===== src/msd_pkg.sv =====
// Shared types, constants and the segment decode for the multiplexed
// seven-segment display driver. No dependencies.
package msd_pkg;

    // Number of display digits and the derived widths.
    localparam int DIGITS = 4;
    localparam int POS_W = (DIGITS > 1) ? $clog2(DIGITS) : 1;
    localparam int NUM_W = 16;
    localparam int DP_W = 2;
    localparam int ENABLE_W = 4;
    localparam int SEG_W = 8;
    localparam int BIT_CNT_W = $clog2(SEG_W + 1);

    // All digit enables off (active low), masked to the enable field.
    localparam logic [ENABLE_W-1:0] ALL_OFF = ENABLE_W'((1 << DIGITS) - 1);

    // Divide by ten as a multiply by a scaled reciprocal; exact for 16-bit values.
    localparam int RECIP_W = 17;
    localparam logic [RECIP_W-1:0] RECIP_TEN = 17'd52429;
    localparam int RECIP_SHIFT = 19;

    // Request function codes.
    localparam logic FUNC_LOAD = 1'b0;
    localparam logic FUNC_REFRESH = 1'b1;

    typedef struct packed {
        logic              func;
        logic [NUM_W-1:0]  number;
        logic [DP_W-1:0]   decimal_point_pos;
    } in_item_t;

    typedef struct packed {
        logic                serial_bit;
        logic                shift_pulse;
        logic                latch_pulse;
        logic [ENABLE_W-1:0] digit_enable_n;
        logic                last;
    } out_item_t;

    // Classified command as it sits in the queue.
    typedef struct packed {
        logic              refresh;
        logic [NUM_W-1:0]  number;
        logic [DIGITS-1:0] dp_mask;
    } cmd_t;

    // Segment pattern for one decimal digit, bit 0 = segment a.
    function automatic logic [SEG_W-1:0] seg_of(input logic [3:0] digit);
        logic [SEG_W-1:0] pattern;
        case (digit)
            4'd0:    pattern = 8'h3F;
            4'd1:    pattern = 8'h06;
            4'd2:    pattern = 8'h5B;
            4'd3:    pattern = 8'h4F;
            4'd4:    pattern = 8'h66;
            4'd5:    pattern = 8'h6D;
            4'd6:    pattern = 8'h7D;
            4'd7:    pattern = 8'h07;
            4'd8:    pattern = 8'h7F;
            4'd9:    pattern = 8'h6F;
            default: pattern = 8'h00;
        endcase
        return pattern;
    endfunction

endpackage


===== src/mux_seven_segment_driver_unit.sv =====
// Top level of the multiplexed seven-segment display driver.
// Depends on msd_pkg, msd_front, msd_queue and msd_back.
//
//   Channel  Signals                          Payload                Direction
//   item     item_valid, item_stall, item     msd_pkg::in_item_t     into block
//   result   result_valid, result_stall,      msd_pkg::out_item_t    out of block
//            result
//
// A refresh request yields nine results, one per cycle while result_stall is low:
// eight shift results and a closing latch result. Back-to-back refreshes follow
// without a gap, since the next one starts in the latch cycle of the previous.
// A load request occupies the back end while it converts one digit per cycle
// with the shared divide-by-ten step, and yields no results.
// Reset clears the stored segment bytes (blank display) and the digit position.
// A two-entry queue decouples the sides: item_stall rises only when it is full.
module mux_seven_segment_driver_unit (
    input  logic               clk,
    input  logic               rst_n,
    input  logic               item_valid,
    output logic               item_stall,
    input  msd_pkg::in_item_t  item,
    output logic               result_valid,
    input  logic               result_stall,
    output msd_pkg::out_item_t result
);

    msd_pkg::cmd_t front_cmd;
    msd_pkg::cmd_t head_cmd;
    logic          queue_full;
    logic          head_valid;
    logic          head_pop;

    // Classify the request: refresh or load, with its decimal point mask.
    msd_front u_front (
        .item (item),
        .cmd  (front_cmd)
    );

    // The queue accepts whenever it has room, independent of the result side.
    msd_queue u_queue (
        .clk        (clk),
        .rst_n      (rst_n),
        .push       (item_valid),
        .push_cmd   (front_cmd),
        .full       (queue_full),
        .pop        (head_pop),
        .head_valid (head_valid),
        .head_cmd   (head_cmd)
    );

    assign item_stall = queue_full;

    // The back end holds the segment bytes and the output register.
    msd_back u_back (
        .clk          (clk),
        .rst_n        (rst_n),
        .cmd_valid    (head_valid),
        .cmd          (head_cmd),
        .cmd_pop      (head_pop),
        .result_valid (result_valid),
        .result       (result),
        .result_stall (result_stall)
    );

endmodule


===== src/msd_front.sv =====
// Front end: classifies an incoming request into a queue command.
// Depends on msd_pkg.
module msd_front (
    input  msd_pkg::in_item_t item,
    output msd_pkg::cmd_t     cmd
);

    logic [msd_pkg::DIGITS-1:0] dp_mask;

    // Only digits one and two carry a decimal point, and only if they exist.
    always_comb
    begin
        for (int k = 0; k < msd_pkg::DIGITS; k++)
        begin
            dp_mask[k] = (int'(item.decimal_point_pos) == k) && (k == 1 || k == 2);
        end
    end

    assign cmd.refresh = (item.func == msd_pkg::FUNC_REFRESH);
    assign cmd.number  = item.number;
    assign cmd.dp_mask = dp_mask;

endmodule


===== src/msd_queue.sv =====
// Two-entry command queue between the front end and the back end.
// Depends on msd_pkg.
module msd_queue (
    input  logic          clk,
    input  logic          rst_n,
    input  logic          push,
    input  msd_pkg::cmd_t push_cmd,
    output logic          full,
    input  logic          pop,
    output logic          head_valid,
    output msd_pkg::cmd_t head_cmd
);

    msd_pkg::cmd_t mem_reg [2];
    msd_pkg::cmd_t mem_next [2];
    logic          wr_ptr_reg, wr_ptr_next;
    logic          rd_ptr_reg, rd_ptr_next;
    logic [1:0]    count_reg, count_next;
    logic          do_push, do_pop;

    assign full       = (count_reg == 2'd2);
    assign head_valid = (count_reg != 2'd0);
    assign head_cmd   = mem_reg[rd_ptr_reg];
    assign do_push    = push && !full;
    assign do_pop     = pop && head_valid;

    always_comb
    begin
        mem_next    = mem_reg;
        wr_ptr_next = wr_ptr_reg;
        rd_ptr_next = rd_ptr_reg;
        count_next  = count_reg;
        if (do_push)
        begin
            mem_next[wr_ptr_reg] = push_cmd;
            wr_ptr_next = !wr_ptr_reg;
        end
        if (do_pop)
        begin
            rd_ptr_next = !rd_ptr_reg;
        end
        if (do_push && !do_pop)
        begin
            count_next = count_reg + 2'd1;
        end
        else if (do_pop && !do_push)
        begin
            count_next = count_reg - 2'd1;
        end
    end

    always_ff @(posedge clk)
    begin
        mem_reg <= mem_next;
    end

    always_ff @(posedge clk or negedge rst_n)
    begin
        if (!rst_n)
        begin
            wr_ptr_reg <= 1'b0;
            rd_ptr_reg <= 1'b0;
            count_reg  <= 2'd0;
        end
        else
        begin
            wr_ptr_reg <= wr_ptr_next;
            rd_ptr_reg <= rd_ptr_next;
            count_reg  <= count_next;
        end
    end

endmodule


===== src/msd_back.sv =====
// Back end: converts loads into stored segment bytes one digit per cycle and
// plays refresh ticks out as shift and latch results. Depends on msd_pkg.
module msd_back (
    input  logic               clk,
    input  logic               rst_n,
    input  logic               cmd_valid,
    input  msd_pkg::cmd_t      cmd,
    output logic               cmd_pop,
    output logic               result_valid,
    output msd_pkg::out_item_t result,
    input  logic               result_stall
);

    typedef enum logic [1:0] {ST_IDLE, ST_CONVERT, ST_SHIFT} state_t;

    state_t                          state_reg, state_next;
    logic [msd_pkg::NUM_W-1:0]       work_reg, work_next;
    logic [msd_pkg::DIGITS-1:0]      dp_mask_reg, dp_mask_next;
    logic [msd_pkg::POS_W-1:0]       cnt_reg, cnt_next;
    logic [msd_pkg::SEG_W-1:0]       seg_reg [msd_pkg::DIGITS];
    logic [msd_pkg::SEG_W-1:0]       seg_next [msd_pkg::DIGITS];
    logic [msd_pkg::POS_W-1:0]       pos_reg, pos_next;
    logic [msd_pkg::SEG_W-1:0]       shift_reg, shift_next;
    logic [msd_pkg::BIT_CNT_W-1:0]   bit_cnt_reg, bit_cnt_next;
    logic                            out_valid_reg, out_valid_next;
    msd_pkg::out_item_t              out_reg, out_next;

    logic                                        out_free;
    logic [msd_pkg::NUM_W+msd_pkg::RECIP_W-1:0]  prod;
    logic [msd_pkg::NUM_W-1:0]                   quot;
    logic [msd_pkg::NUM_W-1:0]                   quot_ten;
    logic [msd_pkg::NUM_W-1:0]                   diff;
    logic [msd_pkg::POS_W-1:0]                   pos_inc;
    logic                                        shift_done;
    logic                                        can_start;

    assign out_free = !out_valid_reg || !result_stall;

    // One decimal digit per cycle: quotient by reciprocal, remainder by subtract.
    assign prod     = work_reg * msd_pkg::RECIP_TEN;
    assign quot     = msd_pkg::NUM_W'(prod >> msd_pkg::RECIP_SHIFT);
    assign quot_ten = msd_pkg::NUM_W'(quot * 16'd10);
    assign diff     = work_reg - quot_ten;

    assign pos_inc = (int'(pos_reg) == msd_pkg::DIGITS - 1) ? '0 : pos_reg + 1'b1;

    assign shift_done = (state_reg == ST_SHIFT) && out_free &&
                        (int'(bit_cnt_reg) == msd_pkg::SEG_W);
    assign can_start  = (state_reg == ST_IDLE) || shift_done;
    assign cmd_pop    = cmd_valid && can_start;

    always_comb
    begin
        state_next     = state_reg;
        work_next      = work_reg;
        dp_mask_next   = dp_mask_reg;
        cnt_next       = cnt_reg;
        seg_next       = seg_reg;
        pos_next       = pos_reg;
        shift_next     = shift_reg;
        bit_cnt_next   = bit_cnt_reg;
        out_valid_next = out_valid_reg;
        out_next       = out_reg;

        if (out_valid_reg && !result_stall)
        begin
            out_valid_next = 1'b0;
        end

        case (state_reg)
            ST_IDLE:
            begin
            end
            ST_CONVERT:
            begin
                seg_next[cnt_reg] = msd_pkg::seg_of(diff[3:0]) |
                                    {dp_mask_reg[cnt_reg], 7'b0};
                work_next = quot;
                if (cnt_reg == '0)
                begin
                    state_next = ST_IDLE;
                end
                else
                begin
                    cnt_next = cnt_reg - 1'b1;
                end
            end
            ST_SHIFT:
            begin
                if (out_free)
                begin
                    out_valid_next = 1'b1;
                    if (int'(bit_cnt_reg) == msd_pkg::SEG_W)
                    begin
                        // Data line keeps the last bit while the latch fires.
                        out_next.serial_bit     = out_reg.serial_bit;
                        out_next.shift_pulse    = 1'b0;
                        out_next.latch_pulse    = 1'b1;
                        out_next.digit_enable_n = msd_pkg::ALL_OFF &
                            ~(msd_pkg::ENABLE_W'(1) << pos_reg);
                        out_next.last           = 1'b1;
                        pos_next   = pos_inc;
                        state_next = ST_IDLE;
                    end
                    else
                    begin
                        out_next.serial_bit     = shift_reg[msd_pkg::SEG_W-1];
                        out_next.shift_pulse    = 1'b1;
                        out_next.latch_pulse    = 1'b0;
                        out_next.digit_enable_n = msd_pkg::ALL_OFF;
                        out_next.last           = 1'b0;
                        shift_next   = {shift_reg[msd_pkg::SEG_W-2:0], 1'b0};
                        bit_cnt_next = bit_cnt_reg + 1'b1;
                    end
                end
            end
            default:
            begin
                state_next = ST_IDLE;
            end
        endcase

        // A new command may start in the cycle the previous refresh latches.
        if (cmd_pop)
        begin
            if (cmd.refresh)
            begin
                shift_next   = seg_reg[shift_done ? pos_inc : pos_reg];
                bit_cnt_next = '0;
                state_next   = ST_SHIFT;
            end
            else
            begin
                work_next    = cmd.number;
                dp_mask_next = cmd.dp_mask;
                cnt_next     = msd_pkg::POS_W'(msd_pkg::DIGITS - 1);
                state_next   = ST_CONVERT;
            end
        end
    end

    always_ff @(posedge clk or negedge rst_n)
    begin
        if (!rst_n)
        begin
            state_reg     <= ST_IDLE;
            seg_reg       <= '{default: '0};
            pos_reg       <= '0;
            cnt_reg       <= '0;
            bit_cnt_reg   <= '0;
            out_valid_reg <= 1'b0;
        end
        else
        begin
            state_reg     <= state_next;
            seg_reg       <= seg_next;
            pos_reg       <= pos_next;
            cnt_reg       <= cnt_next;
            bit_cnt_reg   <= bit_cnt_next;
            out_valid_reg <= out_valid_next;
        end
    end

    always_ff @(posedge clk)
    begin
        work_reg    <= work_next;
        dp_mask_reg <= dp_mask_next;
        shift_reg   <= shift_next;
        out_reg     <= out_next;
    end

    assign result_valid = out_valid_reg;
    assign result       = out_reg;

endmodule


===== config.mk =====
export PLATFORM = sky130hd
export DESIGN_NAME = mux_seven_segment_driver_unit
export DESIGN_NICKNAME = d
export VERILOG_FILES = /design/src/msd_pkg.sv /design/src/mux_seven_segment_driver_unit.sv /design/src/msd_front.sv /design/src/msd_queue.sv /design/src/msd_back.sv
export SDC_FILE = /design/constraint.sdc
export NUM_CORES = 1
export LEC_CHECK = 0
export BUFFER_PORTS_ARGS = -buffer_cell sky130_fd_sc_hd__buf_2
export CORE_MARGIN = 2
export CORE_UTILIZATION = 45
export CTS_BUF_LIST = sky130_fd_sc_hd__clkbuf_2 sky130_fd_sc_hd__clkbuf_4 sky130_fd_sc_hd__clkbuf_8
export DETAILED_ROUTE_END_ITERATION = 8
export SKIP_CTS_REPAIR_TIMING = 1
export SLEW_MARGIN = 5
export SYNTH_ARGS = -nofsm -noshare
export SYNTH_HDL_FRONTEND = slang
export SYNTH_SLANG_ARGS = --single-unit

===== constraint.sdc =====
create_clock -name clk -period 8.45 [get_ports clk]
set_input_delay 0 -clock clk [delete_from_list [all_inputs] [get_ports clk]]
set_output_delay 0 -clock clk [all_outputs]
set_load 0.005 [all_outputs]

==> impl_metrics.tcl, run 1 <==
set metrics [dict create \
    result_of_the_run "completed" \
    vias_in_the_first_global_route 6079 \
    post-route-drc-count 0 \
    r2r_start "u_back.work_reg[11]" \
    drv_cap 0 \
    rr_worst_depth 27 \
    timing.critical_path.slowest_stage_cell "sky130_fd_sc_hd__fa_1" \
    timing.clock.skew_ps 18.8 \
    period_share_pct 91.0 \
    floorplan.die_area_um2 21900 \
    place.gp.congestion 0.962 \
    final-max-slew-violation-count 0 \
    fin_setup_tns_ps 0 \
    synth_flop_cell "sky130_fd_sc_hd__edfxtp_1" \
    clkSlewWorstSetupHoldPaths_ps 80 \
    layout-drive-gt1-share_pct 10.9 \
    via_per_inst 4.90 \
    flow.area_growth_from_synthesis_pct 11.7 \
    largest_net_degree_at_the_start_of_global_routing 48 \
    design.portCount 33 \
    cp_data_arrival_time_ps 7980 \
    maxClockFrequency_mhz 130 \
    synth-seq-area-share_pct 32.9 \
    start_util_pct 45.9 \
    cts_sinks 118 \
    max_ffs_per_register 38 \
    antennaDiodeCount 0 \
    rsz0062_at_grt "no" \
    report.final.setup_viol 0 \
    synth_area_per_inst_um2 10.9 \
    syn-instance-count 856 \
    wire_length_of_the_first_global_routing_pass_mm 32.0 \
    crit_family "adder cells" \
    total_number_of_vias 5894 \
    cts_htree_levels 4 \
    detailed_place_hpwl_mm 15.1 \
    crit_path_end_kind "flop" \
    netlist_area_um2 9320 \
    antenna_found_initial 0 \
    layout.area.seq_um2 3070 \
    grt.total_usage_pct 19.0 \
    min_path_type "in2reg" \
    die_width_um 148 \
    layout_commonest_cell "sky130_fd_sc_hd__inv_1" \
    initialDrtViolationCount 253 \
    holdCritStartpoint "item[8]" \
    grt_overflow_total 0 \
    ant_nets 0 \
    crit-reg2reg-capture "u_back.seg_reg[5]" \
    ys_async_sr_fraction_pct 39.8 \
    design.final.nets 1167 \
    synth_enable_flop_cells 47 \
    firstDrtPassIters 4 \
    worst-slew-pin-transition_ps 1080 \
    cts.path.max_buffers 2 \
    most-common-layout-cells "sky130_fd_sc_hd__inv_1, sky130_fd_sc_hd__ha_1, sky130_fd_sc_hd__fa_1, sky130_fd_sc_hd__nand2_1" \
    port-buffer-count 32 \
    cts_tree "built" \
    slew_headroom_pct 27.9 \
    root_buffer "sky130_fd_sc_hd__clkbuf_8" \
    hold_viol 0 \
    hold_path_end "u_queue.mem_reg[31]" \
    wire_per_inst_um 15.8 \
    yosys_register_bits 118 \
    cts-buffers-inserted 17 \
    startpoint_type "flop" \
    detail_route.wirelength_mm 19.0 \
    ys_warn_count 0 \
    setup.worst_path.class "reg2reg" \
    worst-path-max-fanout 12 \
    placement_rows 52 \
    hold-path-cell-count 2 \
    critical-path-max-stage-delay_ps 550 \
    multi_input_area_um2 5520 \
    timing.reg2reg.setup_slack_ps 760 \
    fp.dieH_um 148 \
    cp_num_buf_inv 5 \
    synth.lib_cells_used.distinct 52 \
    crit_required_ps 8740 \
    synthesis.nets 1103 \
    fin_crit_ps 7690 \
    nFillCells 1840 \
    core-area_um2 20300 \
    clock_insertion_delay_worst_skew_ps 450 \
]
-- Yosys cell counts (2+ instances only) --
library cell	n	area [um^2]
sky130_fd_sc_hd__o211ai_1	4	30.0
sky130_fd_sc_hd__a211o_1	2	17.5
sky130_fd_sc_hd__o22ai_1	4	25.0
sky130_fd_sc_hd__and2_1	3	18.8
sky130_fd_sc_hd__dfrtp_1	47	1180
sky130_fd_sc_hd__xor2_2	2	32.5
sky130_fd_sc_hd__or3_1	2	12.5
sky130_fd_sc_hd__and4_1	3	26.3
sky130_fd_sc_hd__dfxtp_1	24	480
sky130_fd_sc_hd__a21oi_2	4	35.0
sky130_fd_sc_hd__inv_1	170	638
sky130_fd_sc_hd__nor3_1	6	30.0
sky130_fd_sc_hd__mux4_2	8	180
sky130_fd_sc_hd__inv_2	2	7.51
sky130_fd_sc_hd__nor2b_1	8	50.1
sky130_fd_sc_hd__nand4_1	3	18.8
sky130_fd_sc_hd__xnor2_1	14	123
sky130_fd_sc_hd__ha_1	143	1790
sky130_fd_sc_hd__o21ai_0	45	225
sky130_fd_sc_hd__clkbuf_1	14	52.6
sky130_fd_sc_hd__o21ai_1	6	30.0
sky130_fd_sc_hd__a211oi_1	4	30.0
sky130_fd_sc_hd__xor2_1	11	96.3
sky130_fd_sc_hd__o221ai_1	3	26.3
sky130_fd_sc_hd__mux2i_1	24	240
sky130_fd_sc_hd__nand2b_1	6	37.5
sky130_fd_sc_hd__a21oi_1	24	120
sky130_fd_sc_hd__a31oi_1	4	25.0
sky130_fd_sc_hd__buf_1	3	11.3
sky130_fd_sc_hd__o21a_1	2	15.0
sky130_fd_sc_hd__or2_2	2	12.5
sky130_fd_sc_hd__a21o_1	6	45.0
sky130_fd_sc_hd__edfxtp_1	47	1410
sky130_fd_sc_hd__mux2_2	7	78.8
sky130_fd_sc_hd__and3_1	2	12.5
sky130_fd_sc_hd__nand3_1	12	60.1
sky130_fd_sc_hd__fa_1	81	1620
sky130_fd_sc_hd__nor2_1	17	63.8
sky130_fd_sc_hd__nand2_1	74	278
-- per-stage QoR --
step | setup WS [ps] | util, % | cells | instance area (um^2) | hold slack [ps]
2_1_floorplan | 1740 | - | 856 | 9320 | -296
3_3_place_gp | 860 | 48.3 | 1148 | 9800 | 187
3_5_place_dp | 760 | 48.3 | 1148 | 9800 | 191
4_1_cts | 743 | 50.1 | 1180 | 10200 | -285
5_1_grt | 216 | 51.2 | 1203 | 10400 | 254
6_report | 759 | 51.2 | 1203 | 10400 | 271
-- routing by layer --
metal | track usage (%) | vias to the layer above | wire length, um
met1 | 27.9 | 2843 | 9550
met3 | 3.95 | 15 | 476
met4 | 4.62 | 0 | 317
met2 | 29.1 | 76 | 8610
met5 | 0 | - | 0
li1 | - | 2960 | -
-- layout make-up --
cell class	instances	share of cell area (%)
multi-input cells	547	53.1
flip-flops and latches	118	29.5
inverters	172	6.21
repair buffers	64	4.40
well taps	270	3.25
clock buffers	19	2.39
clock inverters	13	1.19
-- kinds of logic (layout without fill, tap and decap cells) --
family | after synthesis | after routing | synth area share [%]
mux | 39 | 39 | 5.36
fa+ha+maj | 224 | 224 | 36.6
buf+inv | 191 | 268 | 7.82
compound gates | 117 | 117 | 7.70
xor+xnor | 27 | 27 | 2.70
simple gates | 140 | 140 | 6.88
flops | 118 | 118 | 32.9
-- how the worst max path moves through the flow --
stage,startpoint,to,slack (ps),cells after the start
finish,u_back.work_reg[11],u_back.seg_reg[5],760,27
global route,u_back.work_reg[12],u_back.seg_reg[5],220,27
CTS,u_back.work_reg[11],u_back.seg_reg[5],740,27
detailed placement,u_back.work_reg[11],u_back.seg_reg[5],760,27
global placement,u_back.work_reg[11],u_back.seg_reg[21],860,27
floorplan,u_back.work_reg[12],u_back.seg_reg[13],1740,27
Power of run 1 is not shown: default switching activity piles up to over one toggle a cycle in this logic, so the estimate is an artifact.
==> run 2: changes to the inputs <==
CORE_UTILIZATION = 65   (was 45)
PLACE_DENSITY = 0.83   (was not set)
SETUP_SLACK_MARGIN = 0.15   (was not set)
==> impl_metrics.tcl, run 2 (same netlist as run 1, synthesis figures left out) <==
set metrics [dict create \
    drv_cap 0 \
    hold_viol 0 \
    crit_path_end "u_back.seg_reg[13]" \
    fin_setup_tns_ps 0 \
    wire_per_inst_um 18.8 \
    final-max-slew-violation-count 0 \
    timing.clock.skew_ps 21.3 \
    most-common-layout-cells "sky130_fd_sc_hd__inv_1, sky130_fd_sc_hd__ha_1, sky130_fd_sc_hd__fa_1, sky130_fd_sc_hd__nand2_1" \
    flow.area_growth_from_synthesis_pct 10.6 \
    maxClockFrequency_mhz 129 \
    worst-path-max-fanout 12 \
    design.final.nets 1164 \
    fin_crit_ps 7760 \
    detailed_place_hpwl_mm 15.0 \
    antennaDiodeCount 0 \
    rr_worst_depth 27 \
    r2r_start "u_back.work_reg[10]" \
    cpMostUsedCell "sky130_fd_sc_hd__fa_1" \
    antenna_found_initial 0 \
    die_width_um 124 \
    grt_overflow_total 0 \
    timing.reg2reg.setup_slack_ps 690 \
    largest_net_degree_at_the_start_of_global_routing 48 \
    place.gp.congestion 1.00 \
    port-buffer-count 32 \
    worst-slew-pin-transition_ps 1060 \
    period_share_pct 91.9 \
    firstDrtPassIters 5 \
    fp.dieH_um 124 \
    vias_in_the_first_global_route 6193 \
    crit_required_ps 8730 \
    clock_insertion_delay_worst_skew_ps 450 \
    cts.path.max_buffers 2 \
    cts_tree "built" \
    initialDrtViolationCount 445 \
    critical-path-max-stage-delay_ps 560 \
    startpoint_type "flop" \
    nFillCells 889 \
    core-area_um2 13900 \
    ant_nets 0 \
    via_per_inst 5.67 \
    wire_length_of_the_first_global_routing_pass_mm 31.7 \
    root_buffer "sky130_fd_sc_hd__clkbuf_8" \
    crit-reg2reg-capture "u_back.seg_reg[13]" \
    total_number_of_vias 6297 \
    cp_data_arrival_time_ps 8050 \
    grt.total_usage_pct 28.1 \
    levels_on_crit_path 27 \
    crit_family "adder cells" \
    setup.worst_path.class "reg2reg" \
    clkSlewWorstSetupHoldPaths_ps 100 \
    start_util_pct 66.8 \
    max_ffs_per_register 38 \
    result_of_the_run "completed" \
    cts_htree_levels 4 \
    layout_commonest_cell "sky130_fd_sc_hd__inv_1" \
    placement_rows 43 \
    crit_path_end_kind "flop" \
    layout-drive-gt1-share_pct 10.6 \
    cp_num_buf_inv 4 \
    report.final.setup_viol 0 \
    min_path_type "in2reg" \
    design.portCount 33 \
    post-route-drc-count 0 \
    rsz0062_at_grt "no" \
    timing.critical_path.slowest_stage_cell "sky130_fd_sc_hd__fa_1" \
    floorplan.die_area_um2 15300 \
    cts_sinks 118 \
    detail_route.wirelength_mm 20.8 \
    critPathLaunch "u_back.work_reg[10]" \
    slew_headroom_pct 29.4 \
    cts-buffers-inserted 17 \
]
## run 2: worst min-delay path by stage
stage	cells past startpoint	slack, ps	from	endpoint
2_1_floorplan	0	-300	rst_n	u_back.bit_cnt_reg[0]
3_3_place_gp	1	190	item[9]	u_queue.mem_reg[11]
3_5_place_dp	1	190	item[10]	u_queue.mem_reg[33]
4_1_cts	1	-270	item[12]	u_queue.mem_reg[35]
5_1_grt	2	280	item[10]	u_queue.mem_reg[33]
6_report	2	280	item[11]	u_queue.mem_reg[13]
## run 2: final cells by class
class                           count  area [um^2]  share of cell area [%]
Multi-Input combinational cell    547         5520                    53.6
Clock inverter                     14          163                    1.58
Clock buffer                       18          248                    2.40
Tap cell                          180          225                    2.19
Timing Repair Buffer               61          435                    4.23
Sequential cell                   118         3070                    29.8
Inverter                          172          646                    6.27
## run 2: per-stage QoR
step	area (um^2)	hold WS (ps)	cells	utilization [%]	setup WS, ps
2_1_floorplan	9320	-296	856	-	1740
3_3_place_gp	9660	187	1055	69.3	1050
3_5_place_dp	9660	191	1055	69.3	822
4_1_cts	10100	-271	1087	72.3	693
5_1_grt	10300	279	1110	73.9	219
6_report	10300	285	1110	73.9	688
## run 2: routing by layer
metal / wire length (um) / track usage, % / up-vias
met2: 10500 / 45.7 / 206
li1: - / - / 2963
met4: 388 / 7.67 / 0
met1: 8810 / 39.0 / 3088
met5: 0 / 0 / -
met3: 1080 / 5.54 / 40
Power of run 2 is left out for the same reason.
==> run 3: changes to the inputs <==
CORE_UTILIZATION = 30   (was 65)
PLACE_DENSITY = not set   (was 0.83)
==> impl_metrics.tcl, run 3 (same netlist as run 1, synthesis figures left out) <==
set metrics [dict create \
    critPathLaunch "u_back.work_reg[11]" \
    most-common-layout-cells "sky130_fd_sc_hd__inv_1, sky130_fd_sc_hd__ha_1, sky130_fd_sc_hd__fa_1, sky130_fd_sc_hd__nand2_1" \
    final-max-slew-violation-count 0 \
    post-route-drc-count 0 \
    layout_commonest_cell "sky130_fd_sc_hd__inv_1" \
    layout-drive-gt1-share_pct 10.9 \
    worst-slew-pin-transition_ps 1050 \
    cts-buffers-inserted 17 \
    report.final.setup_viol 0 \
    levels_on_crit_path 27 \
    firstDrtPassIters 4 \
    detail_route.wirelength_mm 19.8 \
    vias_in_the_first_global_route 6180 \
    crit-reg2reg-capture "u_back.seg_reg[29]" \
    clock_insertion_delay_worst_skew_ps 440 \
    timing.clock.skew_ps 11.0 \
    cp_num_buf_inv 5 \
    nFillCells 3070 \
    wire_length_of_the_first_global_routing_pass_mm 32.5 \
    antennaDiodeCount 0 \
    root_buffer "sky130_fd_sc_hd__clkbuf_8" \
    max_ffs_per_register 38 \
    fp.dieH_um 180 \
    place.gp.congestion 0.921 \
    critical-path-max-stage-delay_ps 550 \
    result_of_the_run "completed" \
    start_util_pct 30.5 \
    rsz0062_at_grt "no" \
    largest_net_degree_at_the_start_of_global_routing 48 \
    detailed_place_hpwl_mm 15.7 \
    placement_rows 64 \
    drv_cap 0 \
    cts_tree "built" \
    fin_area_um2 10600 \
    worst_slack_ps 707 \
    die_width_um 180 \
    total_number_of_vias 5948 \
    postPlaceCellArea_um2 9960 \
    period_share_pct 91.6 \
    slew_headroom_pct 29.7 \
    rr_worst_depth 27 \
    crit_family "adder cells" \
    maxClockFrequency_mhz 129 \
    grt_overflow_total 0 \
    preCtsSetupSlack_ps 702 \
    hold_viol 0 \
    startpoint_type "flop" \
    timing.reg2reg.setup_slack_ps 710 \
    r2r_start "u_back.work_reg[11]" \
    via_per_inst 4.48 \
    crit_required_ps 8740 \
    crit_path_end_kind "flop" \
    wire_per_inst_um 14.9 \
    clkSlewWorstSetupHoldPaths_ps 80 \
    floorplan.die_area_um2 32500 \
    initialDrtViolationCount 221 \
    antenna_found_initial 0 \
    flow.area_growth_from_synthesis_pct 13.9 \
    fin_crit_ps 7740 \
    fin_setup_tns_ps 0 \
    min_path_type "in2reg" \
    grt.total_usage_pct 12.7 \
    design.portCount 33 \
    core-area_um2 30600 \
    setup.worst_path.class "reg2reg" \
    worst-path-max-fanout 12 \
    cp_data_arrival_time_ps 8030 \
    cts_htree_levels 4 \
    cts.path.max_buffers 2 \
    ant_nets 0 \
    timing.critical_path.slowest_stage_cell "sky130_fd_sc_hd__fa_1" \
    crit_path_end "u_back.seg_reg[29]" \
    cts_sinks 118 \
    port-buffer-count 32 \
    design.final.nets 1167 \
]
run 3: cell types whose count changed in the layout (fill, tap and decap cells not counted):
cell	before	now
sky130_fd_sc_hd__clkinv_4	3	2
sky130_fd_sc_hd__buf_4	6	9
sky130_fd_sc_hd__clkinvlp_4	1	4
sky130_fd_sc_hd__o21ai_0	44	45
sky130_fd_sc_hd__clkinv_2	1	2
sky130_fd_sc_hd__bufinv_16	2	3
sky130_fd_sc_hd__o21ai_1	7	6
sky130_fd_sc_hd__inv_6	6	3
sky130_fd_sc_hd__inv_8	1	0
run 3: worst min path at each step:
stage | from | endpoint | slack [ps] | cells after the start
2_1_floorplan | rst_n | u_back.bit_cnt_reg[0] | -300 | 0
3_3_place_gp | item[11] | u_queue.mem_reg[13] | 190 | 1
3_5_place_dp | item[10] | u_queue.mem_reg[33] | 190 | 1
4_1_cts | item[10] | u_queue.mem_reg[12] | -280 | 1
5_1_grt | item[10] | u_queue.mem_reg[33] | 260 | 2
6_report | item[9] | u_queue.mem_reg[32] | 280 | 2
run 3: per-stage QoR:
step / hold WS (ps) / std cells / utilization (%)
2_1_floorplan: -296 / 856 / -
3_3_place_gp: 188 / 1274 / 32.5
3_5_place_dp: 192 / 1274 / 32.5
4_1_cts: -285 / 1306 / 33.9
5_1_grt: 258 / 1329 / 34.7
6_report: 284 / 1329 / 34.7
run 3: final cells by class:
class	count	area, um^2	share of cell area (%)
Inverter	172	646	6.09
Multi-Input combinational cell	547	5520	52.0
Clock inverter	14	174	1.64
Tap cell	396	495	4.67
Sequential cell	118	3070	28.9
Clock buffer	18	248	2.34
Timing Repair Buffer	64	458	4.32
run 3: per-layer routing:
metal  vias to the layer above  wire length (um)  global-route usage, %
met5                         -                 0                      0
met4                         0               412                   3.77
met3                        26               715                   2.91
met2                        90              9340                   20.9
met1                      2877              9300                   16.8
li1                       2955                 -                      -
Power of run 3 is left out for the same reason.
